<file path="config.mk">
export PLATFORM = sky130hd
export DESIGN_NAME = bb3_window
export DESIGN_NICKNAME = d
export VERILOG_FILES = /design/src/hw/rtl/bb3_pkg.sv /design/src/hw/rtl/bb3_window.sv
export SDC_FILE = /design/constraint.sdc
export NUM_CORES = 1
export LEC_CHECK = 0
export ABC_AREA = 1
export BUFFER_PORTS_ARGS = -buffer_cell sky130_fd_sc_hd__buf_2
export CAP_MARGIN = 10
export CORE_MARGIN = 2
export CORE_UTILIZATION = 50
export CTS_BUF_LIST = sky130_fd_sc_hd__clkbuf_2 sky130_fd_sc_hd__clkbuf_4 sky130_fd_sc_hd__clkbuf_8
export DETAILED_ROUTE_END_ITERATION = 16
export GPL_ROUTABILITY_DRIVEN = 1
export HOLD_SLACK_MARGIN = 0.05
export PLACE_DENSITY = 0.81
export REMOVE_ABC_BUFFERS = 1
export SLEW_MARGIN = 20
export SYNTH_ARGS = -nofsm -noshare
export SYNTH_HDL_FRONTEND = slang
export SYNTH_SLANG_ARGS = --single-unit
</file>
<file path="constraint.sdc">
create_clock -name i_clk -period 1.3 [get_ports i_clk]
set_input_delay 0 -clock i_clk [delete_from_list [all_inputs] [get_ports i_clk]]
set_output_delay 0 -clock i_clk [all_outputs]
set_load 0.03 [all_outputs]
</file>
<file path="src/hw/rtl/bb3_pkg.sv">
// Shared types, constants and helper functions of the 3x3 box blur.
// Used by the channel interfaces and by every module of the block but bb3_ram.
package bb3_pkg;

    // Field widths of the stream and the configuration port.
    localparam int PIX_W          = 8;
    localparam int RGB_W          = 3 * PIX_W;
    localparam int FRAME_WIDTH_W  = 11;
    localparam int FRAME_HEIGHT_W = 16;
    localparam int CFG_DATA_W     = 16;
    localparam int CFG_IDX_W      = 1;

    // Default depth of the line store, in pixels.
    localparam int MAX_WIDTH_DEF = 1024;

    // Configuration register indexes.
    localparam logic [CFG_IDX_W-1:0] CFG_FRAME_WIDTH  = 1'b0;
    localparam logic [CFG_IDX_W-1:0] CFG_FRAME_HEIGHT = 1'b1;

    // A sum of nine channel values plus the rounding half fits in 12 bits.
    localparam int SUM_W       = 12;
    localparam int RECIP_W     = 15;
    localparam int RECIP_SHIFT = 16;
    localparam int PROD_W      = SUM_W + RECIP_W;

    typedef struct packed {
        logic [PIX_W-1:0] red;
        logic [PIX_W-1:0] green;
        logic [PIX_W-1:0] blue;
    } t_rgb;

    // Which window rows and columns fall outside the frame.
    typedef struct packed {
        logic top;
        logic bottom;
        logic left;
        logic right;
    } t_edges;

    // Item held after the input register, while the line store is read.
    typedef struct packed {
        logic   has_result;
        t_edges edges;
        logic   last;
        t_rgb   pixel;
    } t_stage_a;

    // Item held in the window stage: the full 3x3 neighborhood.
    typedef struct packed {
        t_edges               edges;
        logic                 last;
        t_rgb [2:0][2:0]      cells;
    } t_stage_b;

    // Number of in-frame neighbors: corner, edge or interior.
    typedef enum logic [1:0] {
        DIV_BY_4 = 2'd0,
        DIV_BY_6 = 2'd1,
        DIV_BY_9 = 2'd2
    } t_div_sel;

    // Reciprocal of the divisor scaled by 2**RECIP_SHIFT, rounded up. The
    // error term stays small enough that the quotient is exact for every
    // sum this block can produce.
    function automatic logic [RECIP_W-1:0] div_recip(t_div_sel sel);
        logic [RECIP_W-1:0] recip;
        unique case (sel)
            DIV_BY_4: recip = RECIP_W'(16384);
            DIV_BY_6: recip = RECIP_W'(10923);
            DIV_BY_9: recip = RECIP_W'(7282);
            default:  recip = RECIP_W'(7282);
        endcase
        return recip;
    endfunction

    // Half of the divisor, added before the divide to round to nearest.
    function automatic logic [SUM_W-1:0] div_half(t_div_sel sel);
        logic [SUM_W-1:0] half;
        unique case (sel)
            DIV_BY_4: half = SUM_W'(2);
            DIV_BY_6: half = SUM_W'(3);
            DIV_BY_9: half = SUM_W'(4);
            default:  half = SUM_W'(4);
        endcase
        return half;
    endfunction

endpackage

</file>
<file path="src/hw/rtl/bb3_window.sv">
// Window stage of the box blur: line store write-back and the 3x3 window
// of pixels around the current result. Uses bb3_pkg.
module bb3_window #(
    parameter int MAX_WIDTH = bb3_pkg::MAX_WIDTH_DEF
) (
    input  logic                         i_clk,
    input  logic                         i_rst_n,
    input  logic                         i_a_valid,
    input  bb3_pkg::t_stage_a            i_a_item,
    input  logic [$clog2(MAX_WIDTH)-1:0] i_a_col,
    input  logic [2*bb3_pkg::RGB_W-1:0]  i_rd_data,
    input  logic                         i_c_ready,
    output logic                         o_a_ready,
    output logic                         o_wr_en,
    output logic [$clog2(MAX_WIDTH)-1:0] o_wr_addr,
    output logic [2*bb3_pkg::RGB_W-1:0]  o_wr_data,
    output logic                         o_b_valid,
    output bb3_pkg::t_stage_b            o_b_item
);
    import bb3_pkg::*;

    logic     r_b_valid;
    t_stage_b r_b_item;
    logic     a_ready;
    logic     a_take;
    t_rgb     up_px;
    logic [RGB_W-1:0] lo_px;

    // Line store entry holds the two rows above: older in the upper half.
    assign up_px = t_rgb'(i_rd_data[2*RGB_W-1:RGB_W]);
    assign lo_px = i_rd_data[RGB_W-1:0];

    assign a_ready = !r_b_valid || i_c_ready;
    assign a_take  = i_a_valid && a_ready;

    // Each row of the column moves up one line store.
    assign o_wr_en   = a_take;
    assign o_wr_addr = i_a_col;
    assign o_wr_data = {lo_px, RGB_W'(i_a_item.pixel)};

    // Shift the window left and bring in the new column. Items that give
    // no result still shift the window but do not occupy this stage.
    always_ff @(posedge i_clk) begin
        if (!i_rst_n) begin
            r_b_valid <= 1'b0;
            r_b_item  <= '0;
        end else begin
            if (a_take) begin
                r_b_valid <= i_a_item.has_result;
                r_b_item.edges <= i_a_item.edges;
                r_b_item.last  <= i_a_item.last;
                for (int r = 0; r < 3; r++) begin
                    r_b_item.cells[r][0] <= r_b_item.cells[r][1];
                    r_b_item.cells[r][1] <= r_b_item.cells[r][2];
                end
                r_b_item.cells[0][2] <= up_px;
                r_b_item.cells[1][2] <= t_rgb'(lo_px);
                r_b_item.cells[2][2] <= i_a_item.pixel;
            end else if (i_c_ready) begin
                r_b_valid <= 1'b0;
            end
        end
    end

    assign o_a_ready = a_ready;
    assign o_b_valid = r_b_valid;
    assign o_b_item  = r_b_item;

endmodule

</file>
## Yosys cells after proc, flatten, opt, wreduce, memory -nomap -nowiden

Index checks and enable logic that the tools add are counted.

| word-level totals | value |
|---|---|
| register bits | 222 |
| input port bits | 92 |
| output and inout port bits | 282 |
| word-level logic and storage cells | 39 |

| operators by class | value |
|---|---|
| multiplexer cells | 2 |
| reductions and logical operators | 4 |

Operator list:

| kind | count |
|---|---|
| 2-to-1 mux 1 bit | 2 |
| nonzero test 2 bit | 1 |
| logical AND 1 bit | 1 |
| zero test 1 bit | 1 |
| logical OR 1 bit | 1 |

## Logic depth before layout (Yosys ltp)

| logic depth | value |
|---|---|
| depth after elaboration | 4 |
| mapped depth | 8 |
| mapped depth without buffers | 5 |

## Least setup slack after synthesis

Ideal clock, no wire load.

| path | value |
|---|---|
| kind | reg2reg |
| start | register r_b_valid (netlist: o_b_valid) |
| end | register r_b_item (netlist bit o_b_item[10]) |
| library setup time | 115 ps |
| arrival | 1,258 ps |
| data required time | 1,185 ps |
| slack | -74 ps |
| stages on the path, launching flop included | 7 |
| clock period less this slack | 1,374 ps |
| path through | dfxtp_1 > nand2_2 > buf_6 > buf_6 > buf_4 > a21oi_1 > nor2_1 |

| on the way | value |
|---|---|
| cells in the longest elaborated chain, start to end | 3 |

RTL lines:

| item | RTL line | RTL |
|---|---|---|
| from (decl) | bb3_window.sv:22 | `logic r_b_valid;` |
| from (signal assigned) | bb3_window.sv:49 | `r_b_valid <= i_a_item.has_result;` |
| zero test 1 bit | bb3_window.sv:33 | `assign a_ready = !r_b_valid \|\| i_c_ready;` |
| logical OR 1 bit | bb3_window.sv:33 |  |
| via o_a_ready | bb3_window.sv:13 | `output logic o_a_ready,` |
| logical AND 1 bit | bb3_window.sv:34 | `assign a_take = i_a_valid && a_ready;` |
| to (decl) | bb3_window.sv:23 | `t_stage_b r_b_item;` |

The timed path passes the listed nets, and every way through them passes these cells.
A chain may end at the register's enable or synchronous reset.

## Worst setup path after layout

| path | value |
|---|---|
| start | register r_b_valid (netlist: o_b_valid) |
| end | output o_a_ready |

| on the way | value |
|---|---|
| cells in the longest elaborated chain, start to end | 2 |

RTL lines:

| item | RTL line |
|---|---|
| zero test 1 bit | bb3_window.sv:33 |
| logical OR 1 bit | bb3_window.sv:33 |
| to (decl) | bb3_window.sv:13 |

No other way between the ends.

==> impl_metrics.py <==
metrics = {
    "sta": {
        "post-route-period-util": 0.995,
        "final.setup.worst_slack_ns": 0.00631,
        "rsz0062_at_grt": "yes",
        "fin_hold_ws_ns": 0.0946,
        "final_hold_viol_count": 0,
        "worst_clock_skew_ns": 0.0157,
        "finalSetupViolCount": 0,
        "fmax_ghz": 0.773,
        "setup_tns_ns": 0,
        "timing.final.max_slew_violations": 0,
        "min_period_ns": 1.29,
        "tightestPinTransition_ns": 0.807,
        "slew_headroom": 0.462,
    },
    "drt": {
        "viasPerCell": 4.99,
        "drt-wirelength-per-cell_um": 14.2,
        "drt_pass1_iterations": 6,
        "drc": 0,
        "finalWirelength_um": 30700,
        "antenna_left": 0,
        "detailedRoute.firstIterationViolations": 592,
        "detailroute.via_count": 10837,
    },
    "worst_setup_path": {
        "critPathMaxStageDelay_ns": 0.39,
        "crit_path_top_delay_cell": "dfxtp_4",
        "end_kind": "output port",
        "timing.critical_path.from_type": "flop",
        "criticalPathCategory": "reg2out",
        "critPathLaunch": "o_b_valid",
        "setup.reg_to_reg.worst_slack_ns": 0.03,
        "worstPathMaxFanout": 8,
        "timing.critical_path.cells": "nand2_8, buf_16, buf_8",
        "critical_path.reg2reg.startpoint": "o_b_valid",
        "worst_ep_required_time_ns": 1.30,
        "r2r-end": "o_b_item[158]",
        "worst-r2r-cell-count": 5,
        "cp.arrival_ns": 1.29,
    },
    "synth": {
        "synth.cell_area_um2": 10300,
        "synth_seq_cells": 222,
        "synth_top_area_share": 0.433,
        "synth.top_cells.by_area": "dfxtp_1, a21oi_1, nand3_1",
        "synthDominantAreaCellType": "dfxtp_1",
        "syn_area_per_cell_um2": 6.78,
        "postSynthCellCount": 1513,
        "synth_sequential_area_ratio": 0.433,
        "yosys_warning_total": 0,
        "yosysUniqueCellTypes": 14,
    },
    "finish": {
        "final_net_count": 1971,
        "insertedDiodeCount": 0,
        "areaGrowthSynthToFinish_pct": 34.7,
        "post_layout_nonfiller_instances": 2172,
        "commonest_non_fill_non_tap_cell_in_the_layout": "buf_2",
        "drive_gt1_frac": 0.251,
        "most_used_cells_in_the_layout_excluding_fill_and_tap_cells": "buf_2, nand2_1",
        "fin_util": 0.685,
    },
    "clock_network": {
        "cts.sink_count": 222,
        "cts_tree": "yes",
        "inserted_clock_buffers": 38,
        "clock_tree.buffer_depth": 3,
        "h-tree-depth": 2,
        "path_clk_slew_ns": 0.06,
        "worstSkewPairLatency_ns": 0.52,
        "cts.root.buffer_cell": "clkbuf_8",
    },
    "min_path": {
        "min-delay-start": "i_a_valid",
        "hp-class": "in2reg",
        "hold-path-cell-count": 5,
        "hold-path-endpoint": "o_b_item[95]",
    },
    "job": {
        "cap_viol_max_count": 0,
    },
    "global_routing": {
        "via_count_of_the_first_global_routing_pass": 9953,
        "groute.usage.overall": 0.264,
        "grt_remaining_overflow": 0,
        "antenna_found_initial": 0,
        "globalRouteMet2Util": 0.470,
        "use_met3": 0.0627,
        "globalRoute.busiestLayer": "met2",
        "grt_first_pass_wirelength_um": 47700,
        "maximum_number_of_pins_on_one_net_before_global_route_repair": 108,
        "met1_usage_in_global_routing": 0.304,
    },
    "floorplanning": {
        "placeableCoreArea_um2": 20200,
        "std_cell_rows": 52,
        "die-area_um2": 21700,
        "initial_util": 0.508,
        "chipHeight_um": 147,
        "design.portCount": 374,
        "die_width_um": 147,
    },
    "power": {
        "p_leak_nw": 7.45,
        "p_per_area_nw_per_um2": 1320,
        "max-vdd-ir-drop_uv": 924,
    },
    "place": {
        "io_buffer_count": 353,
        "hpwl_reported_at_the_end_of_detailed_placement_um": 17600,
        "place_worst_setup_slack_ns": -0.0201,
        "gpl.final_weighted_congestion": 0.812,
        "dp.cells": 2004,
    },
    "outcome": {
        "status": "completed",
    },
}
-- state kept, by name, indices dropped and copies added, names as in the netlist --
register	count
o_b_item	221
o_b_valid	1
-- worst max-delay path: cells and delay by family (launching register included) --
kind | cells | cell delay [ns]
flops | 1 | 0.39
buf+inv | 2 | 0.29
simple gates | 1 | 0.09
-- kinds of logic (layout without fill, tap and decap cells) --
kind of cell	after synthesis	count (layout)	share of synthesized area
buf+inv	403	791	0.187
flops	222	222	0.433
simple gates	665	666	0.271
compound gates	223	223	0.109
-- final cells by class --
cell class                 instances  area, um^2
tap                              270         338
clock buffer                      61         752
timing repair buffer             506        3500
fill                            1629        6350
sequential                       222        4450
multi-input combinational        889        3930
inverter                         222         833
clock inverter                     2        12.5
-- worst max path at each step --
stage	end	slack, ns	depth (start not counted)
floorplan	o_b_item[0]	-3.45	4
global placement	o_b_item[111]	0.03	5
detailed placement	o_b_item[103]	-0.02	4
CTS	o_a_ready	-0.007	3
global route	o_a_ready	-0.04	3
finish	o_a_ready	0.006	3
-- Yosys cell counts, drive strengths merged --
library cell	count
a21boi	2
a21oi	221
buf	155
clkbuf	26
dfxtp	222
inv	222
nand2	223
nand3	221
nor2	221
-- report_power, final --
part	total, mW	internal (mW)	switching [mW]
Combinational	4.17	1.45	2.72
Sequential	7.69	7.32	0.366
Clock	6.38	3.63	2.75
-- metrics by stage --
stage / total power [mW] / area [um^2]
2_1_floorplan: 10.0 / 9170
3_3_place_gp: 11.5 / 11900
3_5_place_dp: 11.6 / 11900
4_1_cts: 18.2 / 13700
5_1_grt: 19.1 / 13800
6_report: 18.2 / 13800
-- routing by layer --
layer / wire length [um] / vias to the layer above
li1: - / 5383
met1: 11800 / 4838
met2: 15300 / 522
met3: 2570 / 94
met4: 1130 / 0
met5: 0 / -
-- timing repair --
item                                    CTS  global route
pin swaps                                 1             0
hold endpoints to repair                133             0
setup buffers                             3             2
gates resized for setup                   7            13
hold buffers                             96             0
endpoints found under the setup margin   27            72
cloned                                    3             1
Power figures use the tool's default switching activity.
