File: src/hw/rtl/bb3_pkg.sv
// Shared types, constants and helper functions of the 3x3 box blur.
// Used by the channel interfaces and by every module of the block but bb3_ram.
package bb3_pkg;

    // Field widths of the stream and the configuration port.
    localparam int PIX_W          = 8;
    localparam int RGB_W          = 3 * PIX_W;
    localparam int FRAME_WIDTH_W  = 11;
    localparam int FRAME_HEIGHT_W = 16;
    localparam int CFG_DATA_W     = 16;
    localparam int CFG_IDX_W      = 1;

    // Default depth of the line store, in pixels.
    localparam int MAX_WIDTH_DEF = 1024;

    // Configuration register indexes.
    localparam logic [CFG_IDX_W-1:0] CFG_FRAME_WIDTH  = 1'b0;
    localparam logic [CFG_IDX_W-1:0] CFG_FRAME_HEIGHT = 1'b1;

    // A sum of nine channel values plus the rounding half fits in 12 bits.
    localparam int SUM_W       = 12;
    localparam int RECIP_W     = 15;
    localparam int RECIP_SHIFT = 16;
    localparam int PROD_W      = SUM_W + RECIP_W;

    typedef struct packed {
        logic [PIX_W-1:0] red;
        logic [PIX_W-1:0] green;
        logic [PIX_W-1:0] blue;
    } t_rgb;

    // Which window rows and columns fall outside the frame.
    typedef struct packed {
        logic top;
        logic bottom;
        logic left;
        logic right;
    } t_edges;

    // Item held after the input register, while the line store is read.
    typedef struct packed {
        logic   has_result;
        t_edges edges;
        logic   last;
        t_rgb   pixel;
    } t_stage_a;

    // Item held in the window stage: the full 3x3 neighborhood.
    typedef struct packed {
        t_edges               edges;
        logic                 last;
        t_rgb [2:0][2:0]      cells;
    } t_stage_b;

    // Number of in-frame neighbors: corner, edge or interior.
    typedef enum logic [1:0] {
        DIV_BY_4 = 2'd0,
        DIV_BY_6 = 2'd1,
        DIV_BY_9 = 2'd2
    } t_div_sel;

    // Reciprocal of the divisor scaled by 2**RECIP_SHIFT, rounded up. The
    // error term stays small enough that the quotient is exact for every
    // sum this block can produce.
    function automatic logic [RECIP_W-1:0] div_recip(t_div_sel sel);
        logic [RECIP_W-1:0] recip;
        unique case (sel)
            DIV_BY_4: recip = RECIP_W'(16384);
            DIV_BY_6: recip = RECIP_W'(10923);
            DIV_BY_9: recip = RECIP_W'(7282);
            default:  recip = RECIP_W'(7282);
        endcase
        return recip;
    endfunction

    // Half of the divisor, added before the divide to round to nearest.
    function automatic logic [SUM_W-1:0] div_half(t_div_sel sel);
        logic [SUM_W-1:0] half;
        unique case (sel)
            DIV_BY_4: half = SUM_W'(2);
            DIV_BY_6: half = SUM_W'(3);
            DIV_BY_9: half = SUM_W'(4);
            default:  half = SUM_W'(4);
        endcase
        return half;
    endfunction

endpackage

File: src/hw/rtl/bb3_blur_if.sv
// Output channel of the box blur: valid/ready handshake and blurred pixel.
// Depends on bb3_pkg for the field widths.
interface bb3_blur_if;
    logic                      valid;
    logic                      ready;
    logic [bb3_pkg::PIX_W-1:0] blur_red;
    logic [bb3_pkg::PIX_W-1:0] blur_green;
    logic [bb3_pkg::PIX_W-1:0] blur_blue;
    logic                      frame_last;

    modport source (output valid, blur_red, blur_green, blur_blue, frame_last, input ready);
    modport sink   (input valid, blur_red, blur_green, blur_blue, frame_last, output ready);
endinterface

File: src/hw/rtl/bb3_mean.sv
// Averaging stages of the box blur: masked channel sums, then the rounded
// divide by a reciprocal multiply, into the output register. Uses bb3_pkg.
module bb3_mean (
    input  logic              i_clk,
    input  logic              i_rst_n,
    input  logic              i_b_valid,
    input  bb3_pkg::t_stage_b i_b_item,
    output logic              o_b_ready,
    bb3_blur_if.source        o_blur
);
    import bb3_pkg::*;

    logic             r_c_valid;
    logic [SUM_W-1:0] r_c_x [3];
    t_div_sel         r_c_sel;
    logic             r_c_last;
    logic             r_d_valid;
    logic [PIX_W-1:0] r_d_q [3];
    logic             r_d_last;

    logic [SUM_W-1:0] n_c_x [3];
    t_div_sel         n_c_sel;
    logic [PIX_W-1:0] n_d_q [3];
    logic [PROD_W-1:0] prod [3];
    logic             c_ready;
    logic             d_ready;
    logic             b_take;
    logic             c_take;
    logic             use_cell;

    assign d_ready   = !r_d_valid || o_blur.ready;
    assign c_ready   = !r_c_valid || d_ready;
    assign b_take    = i_b_valid && c_ready;
    assign c_take    = r_c_valid && d_ready;
    assign o_b_ready = c_ready;

    // Sum the in-frame cells of each channel and pick the divisor.
    always_comb begin
        use_cell = 1'b0;
        for (int ch = 0; ch < 3; ch++) begin
            n_c_x[ch] = '0;
        end
        for (int r = 0; r < 3; r++) begin
            for (int c = 0; c < 3; c++) begin
                use_cell = !(((r == 0) && i_b_item.edges.top) ||
                             ((r == 2) && i_b_item.edges.bottom) ||
                             ((c == 0) && i_b_item.edges.left) ||
                             ((c == 2) && i_b_item.edges.right));
                if (use_cell) begin
                    n_c_x[0] = n_c_x[0] + SUM_W'(i_b_item.cells[r][c].red);
                    n_c_x[1] = n_c_x[1] + SUM_W'(i_b_item.cells[r][c].green);
                    n_c_x[2] = n_c_x[2] + SUM_W'(i_b_item.cells[r][c].blue);
                end
            end
        end
        priority if ((i_b_item.edges.top || i_b_item.edges.bottom) &&
                     (i_b_item.edges.left || i_b_item.edges.right)) begin
            n_c_sel = DIV_BY_4;
        end else if (i_b_item.edges.top || i_b_item.edges.bottom ||
                     i_b_item.edges.left || i_b_item.edges.right) begin
            n_c_sel = DIV_BY_6;
        end else begin
            n_c_sel = DIV_BY_9;
        end
        for (int ch = 0; ch < 3; ch++) begin
            n_c_x[ch] = n_c_x[ch] + div_half(n_c_sel);
        end
    end

    // Divide by a constant: multiply by the scaled reciprocal and shift.
    always_comb begin
        for (int ch = 0; ch < 3; ch++) begin
            prod[ch]  = PROD_W'(r_c_x[ch]) * PROD_W'(div_recip(r_c_sel));
            n_d_q[ch] = prod[ch][RECIP_SHIFT +: PIX_W];
        end
    end

    always_ff @(posedge i_clk) begin
        if (!i_rst_n) begin
            r_c_valid <= 1'b0;
            r_d_valid <= 1'b0;
        end else begin
            if (b_take) begin
                r_c_valid <= 1'b1;
            end else if (d_ready) begin
                r_c_valid <= 1'b0;
            end
            if (c_take) begin
                r_d_valid <= 1'b1;
            end else if (o_blur.ready) begin
                r_d_valid <= 1'b0;
            end
        end
    end

    // Stage payloads.
    always_ff @(posedge i_clk) begin
        if (b_take) begin
            r_c_x    <= n_c_x;
            r_c_sel  <= n_c_sel;
            r_c_last <= i_b_item.last;
        end
        if (c_take) begin
            r_d_q    <= n_d_q;
            r_d_last <= r_c_last;
        end
    end

    assign o_blur.valid      = r_d_valid;
    assign o_blur.blur_red   = r_d_q[0];
    assign o_blur.blur_green = r_d_q[1];
    assign o_blur.blur_blue  = r_d_q[2];
    assign o_blur.frame_last = r_d_last;

endmodule

File: src/flat_wrapper.sv
// flat-port wrapper written by rule: the top's interface ports become plain ports
module bb3_mean_flat import bb3_pkg::*;
  (i_clk, i_rst_n, i_b_valid, i_b_item, o_b_ready, o_blur_valid, o_blur_blur_red, o_blur_blur_green, o_blur_blur_blue, o_blur_frame_last, o_blur_ready);
  bb3_blur_if o_blur_i ();
  input  logic i_clk;
  input  logic i_rst_n;
  input  logic i_b_valid;
  input  bb3_pkg::t_stage_b i_b_item;
  output logic o_b_ready;
  output wire logic [$bits(o_blur_i.valid)-1:0] o_blur_valid;
  output wire logic [$bits(o_blur_i.blur_red)-1:0] o_blur_blur_red;
  output wire logic [$bits(o_blur_i.blur_green)-1:0] o_blur_blur_green;
  output wire logic [$bits(o_blur_i.blur_blue)-1:0] o_blur_blur_blue;
  output wire logic [$bits(o_blur_i.frame_last)-1:0] o_blur_frame_last;
  input wire logic [$bits(o_blur_i.ready)-1:0] o_blur_ready;
  assign o_blur_valid = o_blur_i.valid;
  assign o_blur_blur_red = o_blur_i.blur_red;
  assign o_blur_blur_green = o_blur_i.blur_green;
  assign o_blur_blur_blue = o_blur_i.blur_blue;
  assign o_blur_frame_last = o_blur_i.frame_last;
  assign o_blur_i.ready = o_blur_ready;
  bb3_mean u_core (.i_clk(i_clk), .i_rst_n(i_rst_n), .i_b_valid(i_b_valid), .i_b_item(i_b_item), .o_b_ready(o_b_ready), .o_blur(o_blur_i));
endmodule
File: config.mk
export PLATFORM = sky130hd
export DESIGN_NAME = bb3_mean_flat
export DESIGN_NICKNAME = d
export VERILOG_FILES = /design/src/hw/rtl/bb3_pkg.sv /design/src/hw/rtl/bb3_blur_if.sv /design/src/hw/rtl/bb3_mean.sv /design/src/flat_wrapper.sv
export SDC_FILE = /design/constraint.sdc
export NUM_CORES = 1
export LEC_CHECK = 0
export BUFFER_PORTS_ARGS = -buffer_cell sky130_fd_sc_hd__buf_4
export CAP_MARGIN = 30
export CORE_MARGIN = 3
export CORE_UTILIZATION = 53
export DETAILED_ROUTE_END_ITERATION = 10
export PLACE_DENSITY = 0.77
export SYNTH_ARGS = -nofsm -noshare
export SYNTH_HDL_FRONTEND = slang
export SYNTH_SLANG_ARGS = --single-unit
File: constraint.sdc
create_clock -name i_clk -period 14.8 [get_ports i_clk]
set_input_delay 2.22 -clock i_clk [delete_from_list [all_inputs] [get_ports i_clk]]
set_output_delay 2.22 -clock i_clk [all_outputs]
set_load 0.01 [all_outputs]
# Word-level counts from Yosys, hierarchy flattened
# Cells that the tools add are included.
dict set report word_totals {
  register_bits 66
  latchBits 0
  mem_bits_rw 0
  rom_bits 0
  inputBits 225
  out_inout_bits 27
  wordCells 78
  memories 0
}
dict set report op_classes {
  n_addsub 27
  multipliers 3
  div 0
  magnitude_cmp 0
  n_eq_ne 2
  n_shift 0
  muxes 16
  n_bitwise 0
  n_reduce_logical 19
}
# cell n
set ops {}
lappend ops {{adder 12 x 8 -> 12 bit} 24}
lappend ops {{two-way mux 36 bit} 7}
lappend ops {{multiplier 12 x 15 -> 24 bit} 3}
lappend ops {{adder 12 bit} 3}
lappend ops {{two-way mux 32 bit} 1}
lappend ops {{case mux 15 bit (2 select lines)} 1}
lappend ops {{logical OR 1 bit} 10}
lappend ops {{case mux 3 bit (2 select lines)} 1}
lappend ops {{equality test 2 x 1 -> 1 bit, second input constant} 2}
lappend ops {{logical NOT 2 bit} 2}
lappend ops {{two-way mux 1 bit} 4}
lappend ops {{two-way mux 2 bit} 2}
lappend ops {{nonzero test 2 bit} 2}
lappend ops {{logical AND 1 bit} 3}
lappend ops {{logical NOT 1 bit} 2}

# Longest topological paths before layout
dict set report logic_depth {
  ltp_word 18
  depth_mapped 54
  mapped_depth_nobuf 51
}

# Worst setup path after synthesis
# No wires, ideal clock.
dict set report synth_timing {
  kind {input-to-reg}
  start {input port i_b_item[218] (netlist bit)}
  end {register u_core.r_c_x[10] (netlist bit), data pin}
  setup_time_ps 264
  t_arrival_ps 11550
  slack_ps 2985
  path_stages 51
  path_buffers 3
  path_cell_list {buf_6 nor2_1 clkbuf_1 clkbuf_1 and2_1 ha_1 inv_1 fa_1 nor2b_1 o21bai_1 a21oi_1 or2_2 a21oi_1 ha_1 o21ai_1 a21oi_1 o41ai_1 ha_1 (+15 left out) ha_1 o21a_1 o31a_1 o21ai_0 a21boi_0 ha_1 o41ai_1 xnor2_1 mux2_2 ha_1 xor2_1 mux4_2 nand2_1 nor2_1 maj3_1 a211oi_1 a21oi_1 xnor2_1}
}
# item line_no
set synth_lines {}
lappend synth_lines {{from (decl)} flat_wrapper.sv:8} ;# input bb3_pkg::t_stage_b i_b_item;
lappend synth_lines {{to (signal assigned)} bb3_mean.sv:99} ;# r_c_x <= n_c_x;
lappend synth_lines {{to (decl)} bb3_mean.sv:14} ;# logic [SUM_W-1:0] r_c_x [3];

==> flow_metrics.py <==
metrics = {
    "sta": {
        "period_minus_slack_ns": 13.12,
        "slew_viol_final": 0,
        "rsz0062_at_grt": "no",
        "worst-slew-pin-transition_ns": 0.9837,
        "hold_viol": 0,
        "fin_crit_sh": 0.8866,
        "max-slew-margin-rel": 0.3435,
        "finalSetupTns_ns": 0,
        "fmaxAchievable_mhz": 76.21,
        "finClkSkew_ns": 0.01056,
        "setup_violations": 0,
    },
    "worst_hold_path": {
        "hold_path_end": "u_core.o_blur.frame_last",
        "holdCritPathClass": "reg2reg",
        "holdPathStages": 0,
        "hold_start": "u_core.r_c_last",
    },
    "synth": {
        "synth_seq_area_share": 0.07958,
        "synth-simple-area-share": 0.1389,
        "synth.distinct_cells": 89,
        "synthAdderAreaFrac": 0.4480,
        "synth_ff_type": "edfxtp_1",
        "syn_inst": 2836,
        "synth_compound_area_frac": 0.1541,
        "synth_seq_cells": 66,
        "synth_top_family_by_area": "adder cells",
        "synth_fp_nets": 3763,
        "synth-xor-area-share": 0.07400,
        "synthMuxAreaShare": 0.01837,
        "async_flop_share": 0,
        "synth_edf_count": 64,
        "yosys_warnings": 0,
        "avgSynthCellArea_um2": 8.693,
        "synth_area_um2": 24650,
    },
    "clock_tree": {
        "cts_made_buffers": 9,
        "root_buffer": "clkbuf_16",
        "cts_tree": "done",
        "cts_setup_buffers": 0,
        "cts.clk_slew.worst_paths_ns": 0.06,
        "clockBufferDepth": 2,
        "clock_latency_ns": 0.38,
        "clock-sinks": 66,
        "cts_resized": 0,
        "cts-hold-fix-buffers": 0,
        "htree_levels": 3,
    },
    "critical_path": {
        "required_ns": 14.91,
        "cp-start-kind": "input pin",
        "crit_top_cell": "ha_1",
        "reg2reg_to": "u_core.o_blur.blur_green[7]",
        "cp_data_arrival_time_ns": 13.23,
        "r2r_slack_ns": 7.37,
        "max_stage_delay_ns": 0.82,
        "crit_family": "compound AO/OA/AOI/OAI gates",
        "path_max_fanout": 41,
        "timing.rr.start": "u_core.r_c_sel[1]",
        "worstSetupPathType": "in2reg",
        "reg2reg_depth": 23,
        "cp-end-kind": "flop",
        "crit_buf_inv": 4,
        "crit_slowest_cell": "nor2_2",
    },
    "global_route": {
        "grt_use_total": 0.2660,
        "gr-usage-met1": 0.3340,
        "grt_pass1_wl_um": 106500,
        "antenna_found_initial": 8,
        "met3_usage": 0.04356,
        "grt_pass1_vias": 21520,
        "grt_use_met2": 0.4726,
        "grt_start_max_net_pins": 65,
        "grt-ovfl-total": 0,
        "busiest_layer": "met2",
    },
    "final_layout": {
        "nets": 3981,
        "area_growth_pct": 11.50,
        "most-common-layout-cells": "inv_1 (514), ha_1 (402), fa_1 (300)",
        "drive_gt1_frac": 0.1079,
        "num-fill-cells": 3987,
        "mostFrequentLayoutCell": "inv_1",
    },
    "floorplanning": {
        "die_x_um": 221.7,
        "start_util": 0.5398,
        "dieArea_um2": 49140,
        "coreArea_um2": 45670,
        "die_y_um": 221.7,
        "rows": 78,
        "io_pins": 252,
    },
    "outcome": {
        "status": "finished, final reports clean",
    },
    "drt": {
        "first_iter_violations": 965,
        "drt-total-wl_um": 65100,
        "antenna_left": 0,
        "vias_per_cell": 5.528,
        "drc": 0,
        "vias": 20240,
        "drtPass1Iterations": 5,
        "routedWlPerCell_um": 17.78,
    },
    "job": {
        "cap_violations": 0,
    },
    "placement": {
        "globalplace.congestion": 0.9430,
        "hpwl_um": 57100,
        "io_buffers": 251,
    },
}
routing by layer:
layer | share of wire | vias up
li1 | - | 9849
met1 | 0.43 | 9756
met2 | 0.50 | 536
met3 | 0.056 | 92
met4 | 0.022 | 10
met5 | 0.0012 | -
layout make-up:
class / instances / area [µm²] / share of cell area
clock buffers: 11 / 252.7 / 0.009195
well taps: 600 / 750.7 / 0.02731
repair buffers: 259 / 1944 / 0.07074
multi-input cells: 2200 / 20560 / 0.7481
flip-flops and latches: 66 / 1962 / 0.07137
inverters: 518 / 1944 / 0.07074
diodes: 3 / 7.507 / 0.0002731
clock inverters: 5 / 62.56 / 0.002276
cell families (layout without fill, tap and decap cells):
kind of cell,Yosys count,after routing
compound gates,574,574
xor+xnor,198,198
fa+ha+maj,703,703
buf+inv,570,793
flops,66,66
mux,42,42
other cells,0,3
simple gates,683,683
Yosys cell counts, drive strengths merged, types with 5 or more instances:
cell type | number | area share
inv | 517 | 0.079
ha | 402 | 0.20
fa | 300 | 0.24
nor2 | 196 | 0.030
o21ai | 140 | 0.028
a21oi | 138 | 0.028
nand2 | 135 | 0.021
xnor2 | 130 | 0.048
and2 | 124 | 0.031
nor2b | 91 | 0.023
xor2 | 68 | 0.026
a21o | 67 | 0.020
edfxtp | 64 | 0.078
o21a | 45 | 0.014
clkbuf | 43 | 0.0065
a211oi | 34 | 0.011
nor3 | 31 | 0.0063
nand2b | 28 | 0.0071
mux2i | 25 | 0.010
nand3 | 24 | 0.0049
o31ai | 20 | 0.0069
mux2 | 16 | 0.0073
o21bai | 16 | 0.0049
o31a | 15 | 0.0054
a21boi | 13 | 0.0040
and3 | 10 | 0.0025
a31oi | 9 | 0.0023
buf | 9 | 0.0017
or2 | 9 | 0.0023
or3 | 9 | 0.0023
o211ai | 8 | 0.0024
o22ai | 7 | 0.0018
o41ai | 7 | 0.0025
a41o | 6 | 0.0024
nand4 | 6 | 0.0015
a31o | 5 | 0.0018
state kept, by name, indices dropped and copies added (netlist names):
register                  cells
u_core.o_blur.blur_red        8
u_core.o_blur.blur_green      8
u_core.r_c_last               1
u_core.r_c_x                 36
u_core.o_blur.blur_blue       8
u_core.r_c_valid              1
u_core.o_blur.valid           1
u_core.o_blur.frame_last      1
u_core.r_c_sel                2
how the worst max path moves through the flow:
stage | to | slack [ns] | depth (start not counted) | start
after floorplan | u_core.r_c_x[10] | 2.99 | 51 | i_b_item[218]
after global placement | u_core.r_c_x[10] | 1.95 | 49 | i_b_item[220]
after detailed placement | u_core.r_c_x[10] | 1.42 | 49 | i_b_item[220]
after CTS | u_core.r_c_x[10] | 1.77 | 49 | i_b_item[220]
after global routing | u_core.r_c_x[11] | 0.73 | 50 | i_b_item[220]
final | u_core.r_c_x[10] | 1.68 | 49 | i_b_item[220]
metrics by stage:
stage | hold slack (ns) | area, µm² | setup slack [ns] | utilization | std cells
final | 0.5215 | 27490 | 1.678 | 0.6018 | 3662
after global routing | 0.5573 | 27490 | 0.7320 | 0.6018 | 3662
after CTS | 0.5224 | 27480 | 1.766 | 0.6017 | 3659
after detailed placement | 0.5035 | 27160 | 1.422 | 0.5948 | 3643
after global placement | 0.4905 | 27160 | 1.948 | 0.5948 | 3643
after floorplan | 0.4003 | 24650 | 2.985 | - | 2836
Power is not shown: default switching activity piles up to over one toggle a cycle in this logic, so the estimate is an artifact.
