### src/hw/rtl/bb3_ram.sv
// Generic single-clock RAM with one write port and one registered read port.
// Stand-alone; no package needed.
module bb3_ram #(
    parameter int WIDTH = 8,
    parameter int DEPTH = 16
) (
    input  logic                     i_clk,
    input  logic                     i_wr_en,
    input  logic [$clog2(DEPTH)-1:0] i_wr_addr,
    input  logic [WIDTH-1:0]         i_wr_data,
    input  logic                     i_rd_en,
    input  logic [$clog2(DEPTH)-1:0] i_rd_addr,
    output logic [WIDTH-1:0]         o_rd_data
);

    logic [WIDTH-1:0] r_mem [DEPTH];
    logic [WIDTH-1:0] r_rd_data;

    // Write port.
    always_ff @(posedge i_clk) begin
        if (i_wr_en) begin
            r_mem[i_wr_addr] <= i_wr_data;
        end
    end

    // Read port; the data holds until the next read.
    always_ff @(posedge i_clk) begin
        if (i_rd_en) begin
            r_rd_data <= r_mem[i_rd_addr];
        end
    end

    assign o_rd_data = r_rd_data;

endmodule

### config.mk
export PLATFORM = sky130hd
export DESIGN_NAME = bb3_ram
export DESIGN_NICKNAME = d
export VERILOG_FILES = /design/src/hw/rtl/bb3_ram.sv
export SDC_FILE = /design/constraint.sdc
export NUM_CORES = 1
export LEC_CHECK = 0
export BUFFER_PORTS_ARGS = -buffer_cell sky130_fd_sc_hd__buf_2
export CAP_MARGIN = 40
export CELL_PAD_IN_SITES_DETAIL_PLACEMENT = 0
export CELL_PAD_IN_SITES_GLOBAL_PLACEMENT = 2
export CORE_UTILIZATION = 25
export CTS_BUF_LIST = sky130_fd_sc_hd__clkbuf_8
export CTS_CLUSTER_DIAMETER = 120
export CTS_CLUSTER_SIZE = 20
export DETAILED_ROUTE_END_ITERATION = 7
export MAX_ROUTING_LAYER = met4
export PLACE_DENSITY_LB_ADDON = 0.1
export REMOVE_ABC_BUFFERS = 1
export SLEW_MARGIN = 10
export SYNTH_ARGS = -nofsm -noshare
export SYNTH_HDL_FRONTEND = slang
export SYNTH_SLANG_ARGS = --single-unit
### constraint.sdc
create_clock -name i_clk -period 3.5 [get_ports i_clk]
set_input_delay 0.35 -clock i_clk [delete_from_list [all_inputs] [get_ports i_clk]]
set_output_delay 0.35 -clock i_clk [all_outputs]
set_load 0.05 [all_outputs]
# ---- Word level (Yosys, flattened, before mapping)
# Memories as Yosys holds them, arrays and structs flattened. A register that Yosys moved wholly into a read port is not among the register bits.
# Index checks and enable logic that the tools add are counted.
dict set report op_classes {
  add_sub_neg 0
  n_mul 0
  div 0
  order_cmp 0
  n_eq_ne 0
  shifts 0
  mux 2
  bitwise 0
  n_reduce_logical 0
}
# operator count
set ops {}
lappend ops {{1-bit 2-to-1 mux} 2}
dict set report totals {
  register_bits 0
  latchBits 0
  ram_bits 128
  rom_bits 0
  output_inout_bits 8
  word_cells 3
  n_memories 1
}
# name depth word_bits read_ports rd_ports_with_merged_regs wr line_no
set mem_list {}
lappend mem_list {r_mem 16 8 1 1 1 16} ;# logic [WIDTH-1:0] r_mem [DEPTH];

# ---- Longest topological paths before layout
# Gate-level depths: netlist (run 1).
dict set report logic_depth {
  depth_word 2
  mapped_depth 5
}

# ---- Least setup slack after synthesis (run 1)
# OpenSTA, ideal clock, no wires.
dict set report synth_timing {
  path_type {input port to flip-flop}
  startpoint {input port i_wr_addr[2]}
  endpoint {memory r_mem[0][0], enable pin}
  setup_ps 383
  arrival_time_ps 1460
  required_time_ps 3117
  slack_ps 1657
  cell_stages 2
  path_cell_list {or3b_2 > nor3_1}
}
# element line_no
set synth_lines {}
lappend synth_lines {{start: declaration} 9} ;# input logic [$clog2(DEPTH)-1:0] i_wr_addr,
lappend synth_lines {{end: declaration} 16}
# Straight into the memory's write port.

==> out/metrics.csv, run 1 <==
metric,value,unit
die_area,21500,um2
grt-ovfl-total,0,
synth_warnings,0,
cts_buffers,17,
drc,0,
vias_per_cell,4.28,
worstHoldEndpoint,o_rd_data[7]$_DFFE_PP_,
cap_violations,0,
final_hold_viol_count,0,
ant_nets,0,
synth_seq_cells,136,
yosysTopAreaCell,edfxtp_1,
insertion_delay,440,ps
die_h,147,um
relSlewSlack,55.3,%
dr.pass1.iters,4,
grt_antenna_before_repair,0,
wl_per_cell,21.9,um
arrival,1840,ps
place_area,5800,um2
cpMaxStageDelayCell,mux4_1,
finClkSkew,9.30,ps
synth_top_area_share,78.1,%
max-vdd-ir-drop,0.000214,V
drive_gt1_share,30.4,%
yosysSeqAreaShare,78.1,%
tns,0,ps
dr.first_iter.drc_count,188,
avgSynthCellArea,22.8,um2
required,3680,ps
grt_max_degree,28,
ios,27,
power_density,553,nW/um2
hp-class,input port to register,
r2r_setup_slack,1990,ps
die_x,147,um
critical-path-max-stage-delay,600,ps
core-area,20400,um2
netlist_area,5230,um2
hpwl,8350,um
cts-htree-levels,4,
port_buffers,26,
rows,52,
rsz0062_at_grt,no,
cts_setup_buffers,0,
crit_type,input port to register,
ctsResizeCount,0,
synth.distinct_cells,18,
gp_congestion,0.634,
grt_usage,12.8,%
wl,12400,um
initial_core_util,25.7,%
reg2reg_from,r_mem[3][6]$_DFFE_PP_,
fin_crit_sh,47.6,%
stdcell_area,6220,um2
fin_nets,303,
setup_viol,0,
path_clk_slew,70,ps
max_freq,600,MHz
final_max_slew_viol_count,0,
critPathLaunchType,input port,
crit_chain,"buf_2, buf_12, mux4_1, a22oi_1, nand2_1",
period_minus_slack,1670,ps
num_vias,2423,
grt_pass1_wl,18200,um
hold_buffers,0,
cts_tree,yes,
synthCells,229,
areaGrowthSynthToFinish,19.1,%
max-clock-path-buffers,2,
worstMarginPinSlew,667,ps
crit_fanout,27,
rr_worst_depth,3,
rr_endpoint,o_rd_data[6]$_DFFE_PP_,
synth_area_leaders,"edfxtp_1 (78%), mux4_2 (7.8%), mux4_1 (7.0%), a22oi_1 (2.3%), nor2_1 (0.93%)",
hold-path-cell-count,1,
status,"complete, no violations",
root_buffer,clkbuf_8,
grt_pass1_vias,2596,
crit_path_end_kind,register,
clock_sinks,136,
worstHoldStart,i_rd_en,
num_antenna_cells,0,
p_leak,2.05,nW
==> stage by stage <==
| stage | setup WS, ps | instances | util [%] | power [mW] | hold slack [ps] |
|---|---|---|---|---|---|
| after floorplan | 1660 | 219 | - | 1.98 | 449 |
| after global placement | 1190 | 522 | 27.9 | 2.08 | 729 |
| after CTS | 1820 | 566 | 30.6 | 3.49 | 275 |
| after detailed placement | 1330 | 535 | 28.5 | 2.09 | 743 |
| final | 1830 | 566 | 30.6 | 3.44 | 294 |
| after global routing | 1730 | 566 | 30.6 | 3.56 | 277 |
==> worst max-delay path by stage <==
stage	startpoint	endpoint
floorplan	i_wr_addr[2]	r_mem[0][0]$_DFFE_PP_
global placement	i_wr_addr[2]	r_mem[3][6]$_DFFE_PP_
detailed placement	i_rd_addr[0]	o_rd_data[1]$_DFFE_PP_
CTS	i_rd_addr[0]	o_rd_data[1]$_DFFE_PP_
global route	i_rd_addr[0]	o_rd_data[0]$_DFFE_PP_
finish	i_rd_addr[0]	o_rd_data[3]$_DFFE_PP_
==> kinds of logic (layout without fill, tap and decap cells) <==
group / after synthesis / count (layout) / share of synthesized area (%)
multiplexers: 32 / 32 / 14.8
buffers and inverters: 10 / 77 / 1.65
AND/OR/NAND/NOR: 35 / 35 / 3.14
AO/OA/AOI/OAI: 16 / 16 / 2.30
flip-flops: 136 / 136 / 78.1
==> flip-flops by register name (all words and copies together) (netlist names) <==
signal     count
o_rd_data      8
r_mem        128
==> where the power goes <==
part | internal (mW) | leakage [nW] | switching (mW) | total [mW]
registers | 1.83 | 1.24 | 0.0107 | 1.84
clock network | 0.825 | 0.218 | 0.569 | 1.39
logic | 0.0729 | 0.592 | 0.129 | 0.202
==> synth_stat cells <==
cell type	n
buf_2	3
nand3b_1	2
nor2_1	13
clkdlybuf4s25_2	3
mux4_1	14
mux4_2	18
buf_4	1
buf_6	3
a22oi_1	16
edfxtp_1	136
and2b_1	1
nor2b_1	1
and2_1	1
nand2b_1	2
or3b_2	1
nand3_1	1
nor3_1	4
nand2_1	9
==> per-layer routing <==
layer / vias to the layer above / track usage, % / share of wire [%]
li1: 1088 / - / -
met1: 1276 / 17.0 / 49
met2: 48 / 18.5 / 47
met3: 11 / 3.16 / 3.5
met4: 0 / 5.47 / 1.2
met5: - / - / 0
==> final cells by class <==
type	count	area (um2)
Timing Repair Buffer	46	324
Multi-Input combinational cell	83	1060
Clock buffer	17	234
Sequential cell	136	4080
Tap cell	270	338
Fill cell	1973	14100
Clock inverter	14	188
==> layout by cell type, fill, tap and decap left out, drive strengths merged <==
master and count:
buf 46, and2 1, nor3 4, nand2 9, clkinv 8, and2b 1
nor2 13, nand2b 2, edfxtp 136, nand3 1, mux4 32, nor2b 1
clkbuf 17, a22oi 16, nand3b 2, bufinv 5, or3b 1, inv 1
==> critical path, delay by kind of cell <==
family,cells,cell delay [ps]
buf+inv,2,500
simple gates,1,80
mux,1,600
compound gates,1,280
(Power assumes the default switching activity.)
==> inputs of run 2 (changes only) <==
clock period = 1.6 ns   (was 3.5 ns; I/O delays follow)
==> run 2 against run 1 <==
  * Non-clock buffer count up 2
  * Worst setup slack got worse by 1700 ps
  * Flip-flop and latch count unchanged
  * Sequential share of layout area decreased by 0.68 points
  * Highest routed layer unchanged
  * Wire length down 5.7%
  * Final cell count is 0.53% higher
  * Critical path depth decreased by 2
  * Die area unchanged
  * Global-route usage is 0.68 points lower
  * First-iteration DRC count fell by 13%
==> out/metrics.csv, run 2 (synthesis gave the netlist of run 1 again) <==
metric,value,unit,change
rows,52,,unchanged
required,1790,ps,-1890 ps
status,"complete, no violations",,
hp-class,input port to register,,
ant_nets,0,,unchanged
ios,27,,unchanged
areaGrowthSynthToFinish,20.3,%,
cap_violations,0,,unchanged
instances_no_fill,569,,+0.53%
crit_path_end_kind,register,,
cpMaxStageDelayCell,mux4_1,,
final_common_cell,edfxtp_1,,
fin_crit_sh,92.3,%,
grt_pass1_vias,2544,,-2.0%
grt_antenna_before_repair,0,,unchanged
power_density,1230,nW/um2,+120%
placed_cells,537,,+0.37%
hold_buffers,0,,unchanged
cts-htree-levels,4,,unchanged
worstHoldEndpoint,r_mem[6][2]$_DFFE_PP_,,
final_cell_mix,"edfxtp_1 (136), buf_2 (26), mux4_2 (18), buf_4 (18), clkbuf_8 (17)",,
dr.pass1.iters,4,,unchanged
max-vdd-ir-drop,0.000372,V,+74%
cts_setup_buffers,0,,unchanged
r2r_setup_slack,120,ps,-1870 ps
n_fill_cell,1954,,-0.96%
seq_area,4080,um2,unchanged
regMostFlops,r_mem,,
vias_per_cell,4.28,,about the same
clock_sinks,136,,unchanged
post-route-util,30.9,%,+0.32 points
cts_buffers,17,,unchanged
finClkSkew,11.2,ps,+1.88 ps
cpLargestDelayFamily,multiplexers,,
gp_congestion,0.653,,+2.9%
die_h,147,um,unchanged
power,7.75,mW,+130%
p_leak,2.06,nW,+0.84%
core-area,20400,um2,unchanged
critical-path-max-stage-delay,510,ps,-90 ps
max_freq,677,MHz,
die_area,21500,um2,unchanged
crit_type,register to register,,
num_vias,2434,,+0.45%
largest_reg_flops,128,,unchanged
grt_max_degree,21,,-25%
drive_gt1_share,32.1,%,+1.7 points
drc,0,,unchanged
multi_input_area,1060,um2,unchanged
final_max_slew_viol_count,0,,unchanged
crit_chain,"mux4_1, a22oi_1, nand2_1",,
crit_fanout,1,,-96%
dr.first_iter.drc_count,163,,-13%
rr_endpoint,o_rd_data[0]$_DFFE_PP_,,
setup_viol,0,,unchanged
cts_tree,yes,,
critPathLaunchType,register,,
die_x,147,um,unchanged
wl,11700,um,-5.7%
rr_worst_depth,3,,unchanged
fin_nets,305,,+0.66%
wl_per_cell,20.5,um,-6.2%
port_buffers,26,,unchanged
num_antenna_cells,0,,unchanged
grt_pass1_wl,17100,um,-6.4%
grt-ovfl-total,0,,unchanged
max-clock-path-buffers,2,,unchanged
reg2reg_from,r_mem[1][0]$_DFFE_PP_,,
initial_core_util,25.7,%,unchanged
worstHoldStart,i_wr_data[2],,
arrival,1660,ps,-180 ps
relSlewSlack,45.0,%,-10 points
hold-path-cell-count,1,,unchanged
path_clk_slew,80,ps,about the same
worstMarginPinSlew,823,ps,+156 ps
insertion_delay,440,ps,about the same
final_hold_viol_count,0,,unchanged
period_minus_slack,1480,ps,
hpwl,7590,um,-9.0%
ctsResizeCount,0,,unchanged
grt_usage,12.1,%,-0.68 points
rsz0062_at_grt,no,,
cp_num_buf_inv,0,,-2
root_buffer,clkbuf_8,,
-- run 2: worst max-delay path by stage --
stage | startpoint | end | slack (ps) | depth (start not counted)
global placement | i_rd_addr[0] | o_rd_data[2]$_DFFE_PP_ | -160 | 5
floorplan | i_wr_addr[2] | r_mem[0][0]$_DFFE_PP_ | -50 | 2
CTS | r_mem[1][0]$_DFFE_PP_ | o_rd_data[0]$_DFFE_PP_ | 80 | 3
detailed placement | i_rd_addr[0] | o_rd_data[2]$_DFFE_PP_ | -160 | 5
global route | r_mem[11][7]$_DFFE_PP_ | o_rd_data[7]$_DFFE_PP_ | 10 | 3
finish | r_mem[1][0]$_DFFE_PP_ | o_rd_data[0]$_DFFE_PP_ | 120 | 3
-- run 2: metal layers --
layer,wire length (um),up-vias,track usage (%)
met1,5540,1282,15.2
met2,5520,49,18.2
li1,-,1090,-
met4,152,0,5.00
met3,468,13,3.69
met5,0,-,-
-- run 2: where the power goes --
part / total, mW / internal [mW] / switching [mW] / leakage, nW
combinational: 0.448 / 0.168 / 0.280 / 0.607
clock: 3.27 / 1.99 / 1.28 / 0.220
sequential: 4.03 / 4.01 / 0.0218 / 1.24
total: 7.75 / 6.17 / 1.58 / 2.06
-- run 2: per-stage QoR --
stage,setup TNS [ps],instance area (um2),hold WS [ps],setup WS [ps]
5_1_grt,0,6290,81.3,14.7
2_1_floorplan,-423,5140,259,-52.9
4_1_cts,0,6290,83.8,79.6
3_5_place_dp,-940,5820,572,-162
3_3_place_gp,-940,5820,564,-165
6_report,0,6290,113,122
-- run 2: area by class of cell --
cell class,count,area share [%]
sequential,136,64.9
clock buffer,17,3.72
clock inverter,15,3.68
tap,270,5.37
multi-input combinational,83,16.8
timing repair buffer,48,5.49
==> inputs of run 3 (changes only) <==
HOLD_SLACK_MARGIN = 0.06   (was not set)
PLACE_DENSITY_LB_ADDON = 0.2   (was 0.1)
SKIP_CTS_REPAIR_TIMING = 1   (was not set)
==> run 3 against run 2 <==
  * Power shrank 12%
  * Maximum frequency shrank 0.67%
  * Flip-flop and latch count unchanged
  * Global-route usage is 0.087 points lower
  * Highest routed layer unchanged
  * Sequential share of layout area increased by 0.72 points
==> out/metrics.csv, run 3 (synthesis gave the netlist of run 1 again) <==
metric,value,unit,change
path_clk_slew,70,ps,about the same
drc,0,,unchanged
root_buffer,clkbuf_8,,
placed_cells,547,,+1.9%
crit_type,register to register,,
rows,52,,unchanged
crit_path_end_kind,register,,
instances_no_fill,578,,+1.6%
cts-htree-levels,4,,unchanged
rsz0062_at_grt,no,,
drive_gt1_share,32.1,%,+0.036 points
die_area,21500,um2,unchanged
areaGrowthSynthToFinish,19.0,%,
initial_core_util,25.7,%,unchanged
finClkSkew,6.09,ps,-5.09 ps
critical-path-max-stage-delay,490,ps,-20 ps
num_vias,2477,,+1.8%
largest_reg_flops,128,,unchanged
stdcell_area,6220,um2,-1.1%
max-vdd-ir-drop,0.000300,V,-19%
core-area,20400,um2,unchanged
num_antenna_cells,0,,unchanged
wl,11600,um,-0.69%
ant_nets,0,,unchanged
worstMarginPinSlew,763,ps,-59.9 ps
power_density,1100,nW/um2,-11%
dr.first_iter.drc_count,193,,+18%
die_x,147,um,unchanged
final_cell_mix,"edfxtp_1 (136), buf_4 (28), buf_2 (26)",,
grt-ovfl-total,0,,unchanged
multi_input_area,1060,um2,+0.47%
hp-class,input port to register,,
p_leak,2.09,nW,+1.3%
max-clock-path-buffers,2,,unchanged
hpwl,7600,um,about the same
crit_fanout,1,,unchanged
grt_pass1_vias,2704,,+6.3%
insertion_delay,430,ps,about the same
place_area,5900,um2,+1.3%
cts_buffers,17,,unchanged
gp_congestion,0.689,,+5.5%
setup_viol,0,,unchanged
critPathLaunchType,register,,
cts_tree,yes,,
vias_per_cell,4.29,,+0.18%
arrival,1670,ps,about the same
seq_area,4080,um2,unchanged
cap_violations,0,,unchanged
period_minus_slack,1490,ps,+9.97 ps
crit_chain,"mux4_2, a22oi_1, buf_4, nand2_1",,
whs,105,ps,-8.02 ps
fin_crit_sh,93.0,%,+0.62 points
max_freq,672,MHz,-0.67%
grt_usage,12.0,%,-0.087 points
post-route-util,30.5,%,-0.34 points
final_max_slew_viol_count,0,,unchanged
die_h,147,um,unchanged
grt_max_degree,23,,+9.5%
regMostFlops,r_mem,,
final_common_cell,edfxtp_1,,
required,1780,ps,about the same
n_fill_cell,1980,,+1.3%
clock_sinks,136,,unchanged
fin_nets,315,,+3.3%
grt_pass1_wl,17400,um,+1.9%
ios,27,,unchanged
relSlewSlack,49.0,%,+4.0 points
final_hold_viol_count,0,,unchanged
wl_per_cell,20.1,um,-2.2%
cpMaxStageDelayCell,mux4_2,,
status,"complete, no violations",,
dr.pass1.iters,4,,unchanged
grt_antenna_before_repair,0,,unchanged
port_buffers,26,,unchanged
==> run 3: changes by cell type in the layout (fill, tap and decap cells not counted), sizes merged <==
cell / previous run / this run
bufinv: 6 / 1
buf: 48 / 58
inv: 0 / 9
clkinv: 5 / 4
clkinvlp: 4 / 0
==> run 3: worst paths after layout <==
path                                              from                endpoint  slack [ps]  depth (start not counted)
worst max-delay path            r_mem[11][0]$_DFFE_PP_  o_rd_data[0]$_DFFE_PP_         110                          4
worst min register to register   r_mem[8][3]$_DFFE_PP_  o_rd_data[3]$_DFFE_PP_         760                          3
worst max register to register  r_mem[11][0]$_DFFE_PP_  o_rd_data[0]$_DFFE_PP_         110                          4
worst min-delay path                           i_rd_en  o_rd_data[4]$_DFFE_PP_         100                          1
==> run 3: cell type report <==
cell class                      instances  area share [%]
Timing Repair Buffer                   58            6.76
Sequential cell                       136            65.6
Clock buffer                           17            3.76
Multi-Input combinational cell         83            17.1
Clock inverter                         14            1.33
Tap cell                              270            5.43
==> run 3: worst max-delay path: cells and delay by family, from the launching register on <==
kind,cells,cell delay [ps]
flip-flops,1,370
AND/OR/NAND/NOR,1,40
buffers and inverters,1,140
multiplexers,1,490
AO/OA/AOI/OAI,1,200
==> run 3: power breakdown <==
| group | internal, mW | switching [mW] | leakage (nW) |
|---|---|---|---|
| Combinational | 0.181 | 0.284 | 0.657 |
| Clock | 1.15 | 1.17 | 0.198 |
| Sequential | 4.01 | 0.0195 | 1.24 |
| Total | 5.34 | 1.47 | 2.09 |
==> run 3: metal layers <==
metal  track usage [%]  up-vias  share of wire (%)
li1                  -     1110                  -
met1              15.0     1307                 47
met2              18.6       45                 48
met3              3.41       15                3.3
met4              4.38        0                1.4
met5                 -        -                  0
==> run 3: through the flow <==
stage / setup TNS (ps) / total power, mW / setup WS (ps)
global route: 0 / 7.07 / 43.3
CTS: 0 / 6.93 / 61.3
detailed placement: -1040 / 4.59 / -211
finish: 0 / 6.82 / 112
global placement: -1030 / 4.58 / -228
floorplan: -423 / 4.33 / -52.9
